## config.mk

```make
export PLATFORM = sky130hd
export DESIGN_NAME = pcb_fifo
export DESIGN_NICKNAME = d
export VERILOG_FILES = /design/src/design/particle_circle_bounce_step_defines.svh /design/src/design/pcb_pkg.sv /design/src/design/pcb_fifo.sv
export SDC_FILE = /design/constraint.sdc
export NUM_CORES = 1
export LEC_CHECK = 0
export BUFFER_PORTS_ARGS = -buffer_cell sky130_fd_sc_hd__buf_2
export CAP_MARGIN = 40
export CORE_UTILIZATION = 51
export DETAILED_ROUTE_END_ITERATION = 10
export PLACE_DENSITY_LB_ADDON = 0.2
export SLEW_MARGIN = 15
export SYNTH_ARGS = -nofsm -noshare
export SYNTH_HDL_FRONTEND = slang
export SYNTH_SLANG_ARGS = --single-unit
```

## constraint.sdc

```tcl
create_clock -name clk -period 5.9 [get_ports clk]
set_input_delay 0.295 -clock clk [delete_from_list [all_inputs] [get_ports clk]]
set_output_delay 0.295 -clock clk [all_outputs]
set_load 0.02 [all_outputs]
```

## src/design/particle_circle_bounce_step_defines.svh

```systemverilog
`ifndef PARTICLE_CIRCLE_BOUNCE_STEP_DEFINES_SVH
`define PARTICLE_CIRCLE_BOUNCE_STEP_DEFINES_SVH

// same-cycle implication checked on every clock edge outside reset
`define PCB_ASSERT_SAME(label, ante, cons, msg) \
	label: assert property (@(posedge clk) disable iff (!arst_n) (ante) |-> (cons)) \
		else $error(msg);

// next-cycle implication checked on every clock edge outside reset
`define PCB_ASSERT_NEXT(label, ante, cons, msg) \
	label: assert property (@(posedge clk) disable iff (!arst_n) (ante) |=> (cons)) \
		else $error(msg);

`endif

```

## src/design/pcb_pkg.sv

```systemverilog
package pcb_pkg;

	localparam int FRAC_BITS = 16;
	localparam int FIELD_W   = 20;
	localparam int RAD_W     = 16;
	localparam int ATT_W     = 18;
	localparam int DT_W      = 16;
	localparam logic [DT_W-1:0] DT_RESET = 16'd328;

	localparam int IN_W  = 160;
	localparam int OUT_W = 80;

	localparam int Q_DEPTH = 4;
	localparam int Q_AW    = 2;
	localparam int Q_CW    = 3;

	localparam int SQ_STAGES = 16;
	localparam int DIV_NW    = 56;
	localparam int DIV_DW    = 32;
	localparam int DIV_QW    = 22;

	localparam logic signed [FIELD_W-1:0] FIELD_MAX = 20'sh7FFFF;
	localparam logic signed [FIELD_W-1:0] FIELD_MIN = 20'sh80000;

	// one classified particle as it travels from the front to the back
	typedef struct packed {
		logic                collided;
		logic signed [20:0]  mx;
		logic signed [20:0]  my;
		logic signed [21:0]  dx;
		logic signed [21:0]  dy;
		logic [31:0]         d2;
		logic signed [19:0]  vx;
		logic signed [19:0]  vy;
		logic signed [19:0]  cx;
		logic signed [19:0]  cy;
		logic [RAD_W-1:0]    r;
		logic [ATT_W-1:0]    att;
	} item_t;

	typedef struct packed {
		logic full;
		logic empty;
	} q_stat_t;

	function automatic logic signed [FIELD_W-1:0] sat_field(input logic signed [31:0] v);
		logic signed [FIELD_W-1:0] res;
		if (v > 32'(FIELD_MAX))
			res = FIELD_MAX;
		else if (v < 32'(FIELD_MIN))
			res = FIELD_MIN;
		else
			res = v[FIELD_W-1:0];
		return res;
	endfunction

endpackage

```

## src/design/pcb_fifo.sv

```systemverilog
module pcb_fifo (
	input  logic              clk,
	input  logic              arst_n,
	input  logic              push,
	input  pcb_pkg::item_t    push_item,
	input  logic              pop,
	output pcb_pkg::item_t    head,
	output pcb_pkg::q_stat_t  q_stat
);
	import pcb_pkg::*;

	item_t             mem_q [Q_DEPTH];
	logic [Q_AW-1:0]   wr_q, rd_q;
	logic [Q_CW-1:0]   cnt_q;

	always_ff @(posedge clk or negedge arst_n) begin
		if (!arst_n) begin
			wr_q  <= '0;
			rd_q  <= '0;
			cnt_q <= '0;
		end else begin
			if (push)
				wr_q <= wr_q + 1'b1;
			if (pop)
				rd_q <= rd_q + 1'b1;
			if (push && !pop)
				cnt_q <= cnt_q + 1'b1;
			else if (pop && !push)
				cnt_q <= cnt_q - 1'b1;
		end
	end

	always_ff @(posedge clk) begin
		if (push)
			mem_q[wr_q] <= push_item;
	end

	assign head         = mem_q[rd_q];
	assign q_stat.full  = cnt_q == Q_CW'(Q_DEPTH);
	assign q_stat.empty = cnt_q == '0;

endmodule

```

==> run metrics <==
status=finished clean; setup violators final=0; CTS tree=yes; vias in the first global route=17.0k; Num CTS Buffers=93; post-synthesis sequential area ratio=0.829; clock tree sinks=939; Post-Synth Adder-Cell Area=0.00243; Die Wd=260 µm; Yosys cell types=19; R2R Path Start=wr_q[0]; clock latency on the worst-skew pair=650 ps; Mean Syn Cell Area=27.2 µm²; Chip Height=260 µm; GP Congestion=0.767; Place WS=3210 ps; max incr delay on CP=800 ps; R2R Setup Slk=3500 ps; ratio of cells with drive above 1 in the final layout=0.416; TritonRoute pass-1 iters=5; WP buf/inv=3; Post-synth EDFFs=932; setup ws final=2660 ps; largest net degree at the start of global routing=143; fill count=4294; Max VDD drop=438 µV; R2R cell count=3; Crit Path Class=reg -> out; RSZ-0062 raised after global routing=no; first-pass GRT wire length=102000 µm; worst path arrival time=2940 ps; Initial Utilization=0.516; crit-path max FO=24; Critical Path End Type=output port; Sum Neg Setup Slack=0 ps; post-synthesis async set-or-reset flop share=0.00745; Yosys reg bits=939; PwrDens=508 nW/µm²; maximum clock insertion buffer count=3; Slowest-stage cell, CP=dfrtp_4; minimum clock period=3240 ps; Fmax achieved=0.309 GHz; GRT Total Usage=0.202; Metal-1 WL=26900 µm; routed wl met2=34600 µm; Final Cycle Share=0.549; Synth Area in XOR/XNOR=0.00155; top sig layer=met5; CP Depth=4; initial antenna violation count=6; post-synthesis simple-gate area fraction=0.00144; WL per Instance=23.0 µm; Core ar.=65900 µm²; # H-tree levels=3; Yosys warning total=0; leakage=0.0148 µW; Worst-Margin Slew=1310 ps; reg2reg end=mem_q[3][102]; Synth Flop Type=edfxtp_1; max_cap viols=0; Via-to-Cell Ratio=5.37; final WL=68200 µm; Rows=94; largest family of logic cells by synthesized area=multiplexers; CTS root buffer=clkbuf_16; worst hold path type=in -> async; DR vias=15.9k; CP Cell Sequence=buf_12, buf_4, mux4_2, buf_2; WP data required=5610 ps; critical path's top delay family=buffers and inverters; Compound-Gate Fraction of Synth Area=0.000147; Slew HR=0.124; clock skew=22.8 ps; die area=67700 µm²; Hold Vio Cnt, Final=0; IO buf count=471; Ports=472; met3 wire len=4870 µm; Mapped Area=34000 µm²; post-synth net total=1494; DP HPWL=40000 µm; CP Launch Type=register; Post-route DRC=0; layout net count=2265; crit path launch=rd_q[0]; Mapped Cells=1251; Clock transition at path regs=60 ps; CTS resizes=0; Initial DRC Count=1209; post-route ant nets=0; Pins Over Slew Limit=0; total gr overflow=0; portion of netlist area occupied by mux cells=0.155; Syn-to-layout area delta=26.4%
==> cell usage in the layout, fill, tap and decap left out, drive strengths merged <==
| master | n |
|---|---|
| nor3 | 1 |
| nor3b | 1 |
| fa | 1 |
| xnor2 | 2 |
| and2 | 4 |
| edfxtp | 932 |
| clkbuf | 107 |
| nor2 | 1 |
| ha | 5 |
| clkinvlp | 3 |
| mux4 | 233 |
| dlygate4sd3 | 236 |
| clkinv | 42 |
| dfrtp | 7 |
| buf | 492 |
| inv | 8 |
| nand2 | 2 |
| bufinv | 15 |
| mux2 | 1 |
| o21ai | 1 |
| xor2 | 4 |
| diode | 6 |
==> flip-flops by register name, indices dropped and copies added (netlist names) <==
signal  flops
cnt_q       3
mem_q     932
rd_q        2
wr_q        2
==> final cells by class <==
type | count | area (µm²) | share of cell area
sequential | 939 | 28200 | 0.655
inverter | 4 | 15.0 | 0.000349
timing repair buffer | 728 | 5050 | 0.118
multi-input combinational | 256 | 5460 | 0.127
clock inverter | 64 | 763 | 0.0178
tap | 864 | 1080 | 0.0252
clock buffer | 107 | 2420 | 0.0564
antenna | 6 | 15.0 | 0.000349
==> layer usage <==
metal,track usage,vias to the layer above
li1,-,7019
met1,0.263,8360
met2,0.327,455
met3,0.0567,107
met4,0.0723,6
met5,0,-
==> timing repair <==
item	CTS	global route
endpoints found under the setup margin	0	0
setup buffers	0	0
hold endpoints to repair	943	0
hold buffers	236	0
==> synth_stat cells (2+ instances only) <==
| cell | number | share of area |
|---|---|---|
| xnor2_1 | 2 | 0.00052 |
| buf_6 | 18 | 0.0060 |
| xor2_1 | 4 | 0.0010 |
| inv_1 | 4 | 0.00044 |
| mux4_2 | 233 | 0.15 |
| edfxtp_1 | 932 | 0.82 |
| clkbuf_1 | 6 | 0.00066 |
| nand2_1 | 2 | 0.00022 |
| and2_1 | 4 | 0.00074 |
| buf_2 | 27 | 0.0040 |
| dfrtp_1 | 7 | 0.0052 |
| ha_1 | 5 | 0.0018 |
==> logic make-up (layout without fill, tap and decap cells) <==
logic type      count (synthesis)  after routing
buf+inv                        56            903
xor+xnor                        6              6
other cells                     0              6
compound gates                  1              1
mux                           234            234
flops                         939            939
simple gates                    9              9
fa+ha+maj                       6              6
==> worst max-delay path by stage <==
stage / endpoint / slack [ps]
after CTS: head[63] / 2510
after global placement: head[151] / 2960
after global routing: head[63] / 2420
after floorplan: mem_q[2][0] / 1990
final: head[63] / 2660
after detailed placement: head[63] / 3210
==> power breakdown <==
part	leakage (µW)	internal (µW)	switching [µW]
registers	0.00864	8730	341
logic	0.00460	2690	4050
clock network	0.00156	3620	2430
total	0.0148	15000	6820
==> per-stage QoR <==
stage / cell area, µm² / hold WS (ps) / util / power (µW) / std cells
final: 43000 / 51.8 / 0.653 / 21900 / 2968
after global routing: 43000 / 41.9 / 0.652 / 22800 / 2965
after CTS: 43000 / 6.09 / 0.652 / 22200 / 2962
after detailed placement: 37400 / 141 / 0.568 / 16000 / 2555
after global placement: 37300 / 132 / 0.567 / 15800 / 2551
after floorplan: 34000 / -0.591 / - / 13800 / 1251
(Power assumes the default switching activity.)
