`src/design/particle_circle_bounce_step_defines.svh`:
```
`ifndef PARTICLE_CIRCLE_BOUNCE_STEP_DEFINES_SVH
`define PARTICLE_CIRCLE_BOUNCE_STEP_DEFINES_SVH

// same-cycle implication checked on every clock edge outside reset
`define PCB_ASSERT_SAME(label, ante, cons, msg) \
	label: assert property (@(posedge clk) disable iff (!arst_n) (ante) |-> (cons)) \
		else $error(msg);

// next-cycle implication checked on every clock edge outside reset
`define PCB_ASSERT_NEXT(label, ante, cons, msg) \
	label: assert property (@(posedge clk) disable iff (!arst_n) (ante) |=> (cons)) \
		else $error(msg);

`endif

```
`src/design/pcb_pkg.sv`:
```
package pcb_pkg;

	localparam int FRAC_BITS = 16;
	localparam int FIELD_W   = 20;
	localparam int RAD_W     = 16;
	localparam int ATT_W     = 18;
	localparam int DT_W      = 16;
	localparam logic [DT_W-1:0] DT_RESET = 16'd328;

	localparam int IN_W  = 160;
	localparam int OUT_W = 80;

	localparam int Q_DEPTH = 4;
	localparam int Q_AW    = 2;
	localparam int Q_CW    = 3;

	localparam int SQ_STAGES = 16;
	localparam int DIV_NW    = 56;
	localparam int DIV_DW    = 32;
	localparam int DIV_QW    = 22;

	localparam logic signed [FIELD_W-1:0] FIELD_MAX = 20'sh7FFFF;
	localparam logic signed [FIELD_W-1:0] FIELD_MIN = 20'sh80000;

	// one classified particle as it travels from the front to the back
	typedef struct packed {
		logic                collided;
		logic signed [20:0]  mx;
		logic signed [20:0]  my;
		logic signed [21:0]  dx;
		logic signed [21:0]  dy;
		logic [31:0]         d2;
		logic signed [19:0]  vx;
		logic signed [19:0]  vy;
		logic signed [19:0]  cx;
		logic signed [19:0]  cy;
		logic [RAD_W-1:0]    r;
		logic [ATT_W-1:0]    att;
	} item_t;

	typedef struct packed {
		logic full;
		logic empty;
	} q_stat_t;

	function automatic logic signed [FIELD_W-1:0] sat_field(input logic signed [31:0] v);
		logic signed [FIELD_W-1:0] res;
		if (v > 32'(FIELD_MAX))
			res = FIELD_MAX;
		else if (v < 32'(FIELD_MIN))
			res = FIELD_MIN;
		else
			res = v[FIELD_W-1:0];
		return res;
	endfunction

endpackage

```
`src/design/pcb_front.sv`:
```
module pcb_front (
	input  logic                        clk,
	input  logic                        arst_n,
	input  logic [pcb_pkg::DT_W-1:0]    time_step,
	input  logic                        in_valid,
	output logic                        in_ready,
	input  logic [pcb_pkg::IN_W-1:0]    in_data,
	input  pcb_pkg::q_stat_t            q_stat,
	output logic                        push,
	output pcb_pkg::item_t              push_item
);
	import pcb_pkg::*;

	localparam logic signed [36:0] HALF_P = 37'sd1 <<< (FRAC_BITS - 1);

	logic signed [19:0] px, py, vx, vy, cx, cy;
	logic signed [16:0] dt_s;
	logic signed [36:0] prod_x, prod_y, rnd_x, rnd_y;
	logic signed [20:0] mx_c, my_c;
	logic               fen;

	logic               v_s1;
	logic signed [20:0] mx_s1, my_s1;
	logic signed [19:0] vx_s1, vy_s1, cx_s1, cy_s1;
	logic [RAD_W-1:0]   r_s1;
	logic [ATT_W-1:0]   att_s1;

	logic signed [21:0] dx_c, dy_c;
	logic signed [43:0] sx_c, sy_c;

	logic               v_s2;
	logic signed [20:0] mx_s2, my_s2;
	logic signed [21:0] dx_s2, dy_s2;
	logic [43:0]        sx_s2, sy_s2;
	logic [31:0]        rr_s2;
	logic signed [19:0] vx_s2, vy_s2, cx_s2, cy_s2;
	logic [RAD_W-1:0]   r_s2;
	logic [ATT_W-1:0]   att_s2;
	logic [44:0]        d2_c;

	assign px = $signed(in_data[19:0]);
	assign py = $signed(in_data[39:20]);
	assign vx = $signed(in_data[59:40]);
	assign vy = $signed(in_data[79:60]);
	assign cx = $signed(in_data[99:80]);
	assign cy = $signed(in_data[119:100]);

	// moved position, product rounded half up
	assign dt_s   = $signed({1'b0, time_step});
	assign prod_x = dt_s * vx;
	assign prod_y = dt_s * vy;
	assign rnd_x  = (prod_x + HALF_P) >>> FRAC_BITS;
	assign rnd_y  = (prod_y + HALF_P) >>> FRAC_BITS;
	assign mx_c   = {px[19], px} + rnd_x[20:0];
	assign my_c   = {py[19], py} + rnd_y[20:0];

	assign fen      = !v_s2 || !q_stat.full;
	assign in_ready = fen;

	always_ff @(posedge clk or negedge arst_n) begin
		if (!arst_n) begin
			v_s1 <= 1'b0;
			v_s2 <= 1'b0;
		end else if (fen) begin
			v_s1 <= in_valid;
			v_s2 <= v_s1;
		end
	end

	always_ff @(posedge clk) begin
		if (fen) begin
			mx_s1  <= mx_c;
			my_s1  <= my_c;
			vx_s1  <= vx;
			vy_s1  <= vy;
			cx_s1  <= cx;
			cy_s1  <= cy;
			r_s1   <= in_data[135:120];
			att_s1 <= in_data[153:136];
		end
	end

	// offset from the center and its squares
	assign dx_c = {mx_s1[20], mx_s1} - {{2{cx_s1[19]}}, cx_s1};
	assign dy_c = {my_s1[20], my_s1} - {{2{cy_s1[19]}}, cy_s1};
	assign sx_c = dx_c * dx_c;
	assign sy_c = dy_c * dy_c;

	always_ff @(posedge clk) begin
		if (fen) begin
			mx_s2  <= mx_s1;
			my_s2  <= my_s1;
			dx_s2  <= dx_c;
			dy_s2  <= dy_c;
			sx_s2  <= sx_c;
			sy_s2  <= sy_c;
			rr_s2  <= r_s1 * r_s1;
			vx_s2  <= vx_s1;
			vy_s2  <= vy_s1;
			cx_s2  <= cx_s1;
			cy_s2  <= cy_s1;
			r_s2   <= r_s1;
			att_s2 <= att_s1;
		end
	end

	// classify: inside or on the circle
	assign d2_c = {1'b0, sx_s2} + {1'b0, sy_s2};
	assign push = v_s2 && !q_stat.full;

	always_comb begin
		push_item.collided = d2_c <= {13'b0, rr_s2};
		push_item.mx  = mx_s2;
		push_item.my  = my_s2;
		push_item.dx  = dx_s2;
		push_item.dy  = dy_s2;
		push_item.d2  = d2_c[31:0];
		push_item.vx  = vx_s2;
		push_item.vy  = vy_s2;
		push_item.cx  = cx_s2;
		push_item.cy  = cy_s2;
		push_item.r   = r_s2;
		push_item.att = att_s2;
	end

endmodule

```
`config.mk`:
```
export PLATFORM = sky130hd
export DESIGN_NAME = pcb_front
export DESIGN_NICKNAME = d
export VERILOG_FILES = /design/src/design/particle_circle_bounce_step_defines.svh /design/src/design/pcb_pkg.sv /design/src/design/pcb_front.sv
export SDC_FILE = /design/constraint.sdc
export NUM_CORES = 2
export LEC_CHECK = 0
export BUFFER_PORTS_ARGS = -buffer_cell sky130_fd_sc_hd__buf_2
export CORE_MARGIN = 2
export CORE_UTILIZATION = 35
export DETAILED_ROUTE_END_ITERATION = 10
export HOLD_SLACK_MARGIN = 0.08
export PLACE_DENSITY = 0.52
export SYNTH_ARGS = -nofsm -noshare
export SYNTH_HDL_FRONTEND = slang
export SYNTH_SLANG_ARGS = --single-unit
```
`constraint.sdc`:
```
create_clock -name clk -period 12.35 [get_ports clk]
set_input_delay 1.235 -clock clk [delete_from_list [all_inputs] [get_ports clk]]
set_output_delay 1.235 -clock clk [all_outputs]
set_load 0.03 [all_outputs]
```
==> results.cfg <==
[sta]
final.period_utilization = 0.905
tightest_slew_ps = 1160
max_freq_ghz = 0.0895
tns_ps = 0
slew_viol_final = 0
hold_ws_ps = 297
setup_viol = 0
relSlewSlack = 0.227
fin_crit_ps = 11170
rsz0062_at_grt = no
skew_ps = 50.7
final_hold_viol_count = 0

[worst_setup_path]
cp-start-kind = flop
cpMostUsedCell = fa_1
crit_required_ps = 12800
crit_type = flop to flop
r2r-start = mx_s1[0]
end_kind = flop
cpMaxStageDelayCell = fa_1
worstRegToRegCells = 37
cp_max_fo = 16
max_stage_delay_ps = 590
rrSetupSlack_ps = 1180
cp.arrival_ps = 11620
r2r-end = sx_s2[43]

[routing]
antenna_left = 0
wl_met2_um = 108000
first_pass_iters = 5
finalWirelength_um = 217000
met3_length_um = 11000
wl_per_cell_um = 18.8
vias = 54700
drt_iter0_markers = 2665
viasPerCell = 4.75
wl_met1_um = 93100
top_layer_used = met4
drc_errors = 0

[clocking]
cts_post_setup_buffers_inserted = 0
cts_tree = done
clockBufferDepth = 3
cts-root-buf = clkbuf_16
clkSinkCount = 472
cts_resized = 0
htree_levels = 2
cts_buffers = 61
clk_latency_ps = 720
cts_hold_buf = 0
path_clk_slew_ps = 60

[floorplanning]
io_pins = 416
fp.dieH_um = 488
row_count = 177
core_region_area_mm2 = 0.233
initial_core_util = 0.352
die_area_mm2 = 0.238
die_w_um = 488

[global_route]
overflow = 0
grt_max_degree = 72
grt_usage = 0.187
grt_pass1_wl_um = 343000
grt_pass1_vias = 60700
antenna_found_initial = 11

[synth]
synth.distinct_cells = 89
syn_avg_cell_area_um2 = 10.3
synth-main-ff-cell = edfxtp_1
synth_area_mm2 = 0.0820
ys_seq_area_frac = 0.173
yosysWarnings = 0
synth_seq_cells = 472
syn_inst = 7994
async_reset_ff_frac = 0.00424
synth-edff-count = 470

[place]
hpwl_um = 172000
placement.io_buffers = 408
place_congestion = 0.872
dpl.cell_count = 11400

[job]
drv_cap = 0

[final_layout]
final_cells = 11500
area_delta_synth_final_pct = 9.76
drive_gt1_frac = 0.0786
nNetsFinal = 11000

[hold_path]
hp-class = primary input to asynchronous set/reset pin

[outcome]
status = finished, final reports clean
[kinds of logic (layout without fill, tap and decap cells)]
| family | after synthesis | after routing | synth area share |
|---|---|---|---|
| other | 1 | 3 | 0.0000457 |
| xor gates and xnor gates | 277 | 277 | 0.0297 |
| DFF | 472 | 472 | 0.173 |
| and+or+nand+nor | 1827 | 1827 | 0.104 |
| adders and majority gates | 2465 | 2465 | 0.534 |
| AOI/OAI and AO/OA | 642 | 642 | 0.0521 |
| buffers and inverters | 2301 | 2692 | 0.106 |
| muxes | 9 | 9 | 0.00118 |
[sequential cells by signal, summed over array words and instances (netlist names)]
name    count
v_s1        1
sx_s2      42
rr_s2      31
vy_s1      20
cx_s2      20
cx_s1      20
mx_s2      21
my_s1      21
dx_s2      22
att_s1     18
r_s2       15
att_s2     18
vx_s1      20
sy_s2      42
my_s2      21
vx_s2      20
cy_s1      20
mx_s1      21
r_s1       16
cy_s2      20
vy_s2      20
dy_s2      22
v_s2        1
[routing by layer]
metal | GRT usage | vias to the layer above
met5 | 0 | -
met4 | 0.0415 | 0
met3 | 0.0223 | 220
met2 | 0.324 | 1229
met1 | 0.249 | 28400
li1 | - | 24900
[layout make-up]
| class | count | area, um2 |
|---|---|---|
| Fill cell | 23000 | 143000 |
| Multi-Input combinational cell | 5222 | 59300 |
| Sequential cell | 472 | 14200 |
| Inverter | 2090 | 7850 |
| Tap cell | 3132 | 3920 |
| Timing Repair Buffer | 488 | 2640 |
| Clock buffer | 73 | 1610 |
| Clock inverter | 41 | 508 |
| Antenna cell | 1 | 2.50 |
[cell usage after synthesis (8+ instances only)]
master,number,share of area
or3_1,8,0.00061
xnor2_1,208,0.022
fa_1,1727,0.42
o211ai_1,14,0.0013
edfxtp_1,470,0.17
and3_1,33,0.0025
xor2_1,68,0.0073
and2_1,425,0.032
a221o_1,10,0.0012
or2_2,12,0.00092
o21ai_0,75,0.0046
nand2b_1,36,0.0027
o21bai_1,25,0.0023
o31ai_1,10,0.00092
a31oi_1,20,0.0015
nor3_1,55,0.0034
nand4_1,26,0.0020
a21o_1,115,0.011
nor2_1,401,0.018
o21ai_1,25,0.0015
nand2_1,726,0.033
buf_2,8,0.00049
inv_2,18,0.00082
a21boi_0,9,0.00082
a21oi_1,189,0.012
nor2b_1,40,0.0031
nand3_1,39,0.0024
ha_1,738,0.11
a211oi_1,21,0.0019
o21a_1,36,0.0033
inv_1,2069,0.095
clkbuf_1,198,0.0091
[cells in the final DEF, fill, tap and decap left out, types with 11 or more instances in the layout]
| master | instances |
|---|---|
| a211oi_1 | 21 |
| a21o_1 | 115 |
| a21oi_1 | 189 |
| a31oi_1 | 20 |
| and2_1 | 425 |
| and3_1 | 33 |
| buf_2 | 408 |
| buf_4 | 80 |
| clkbuf_16 | 63 |
| edfxtp_1 | 470 |
| fa_1 | 1727 |
| ha_1 | 738 |
| inv_1 | 2069 |
| inv_2 | 18 |
| nand2_1 | 725 |
| nand2b_1 | 36 |
| nand3_1 | 39 |
| nand4_1 | 26 |
| nor2_1 | 400 |
| nor2b_1 | 40 |
| nor3_1 | 55 |
| o211ai_1 | 14 |
| o21a_1 | 36 |
| o21ai_0 | 75 |
| o21ai_1 | 24 |
| o21bai_1 | 25 |
| or2_2 | 12 |
| xnor2_1 | 198 |
| xnor2_2 | 11 |
| xor2_1 | 66 |
[through the flow]
stage	setup slack (ps)	utilization	cell area, um2
final	1180	0.387	90000
after global routing	481	0.387	90000
after CTS	1280	0.387	90000
after floorplan	2840	-	82000
after global placement	1400	0.377	87900
after detailed placement	1300	0.377	87900
[worst max-delay path: cells and delay by family, from the launching register on]
kind | cells | cell delay (ps)
AND/OR/NAND/NOR | 5 | 990
AO/OA/AOI/OAI | 14 | 3590
flip-flops | 1 | 380
adder cells (fa/ha/maj) | 10 | 4530
buffers and inverters | 6 | 1150
XOR/XNOR | 2 | 260
[how the worst max path moves through the flow]
| stage | from | end | slack, ps | cells after the start |
|---|---|---|---|---|
| 6_report | mx_s1[0] | sx_s2[43] | 1180 | 37 |
| 5_1_grt | mx_s1[0] | sx_s2[43] | 480 | 37 |
| 4_1_cts | mx_s1[0] | sx_s2[43] | 1280 | 37 |
| 3_5_place_dp | mx_s1[0] | sx_s2[43] | 1300 | 37 |
| 3_3_place_gp | mx_s1[0] | sx_s2[43] | 1400 | 37 |
| 2_1_floorplan | cy_s1[1] | sy_s2[42] | 2840 | 37 |
Power is left out: the tool's default activity adds up to more than one toggle a clock period on the data nets, which glitch-free logic cannot reach.
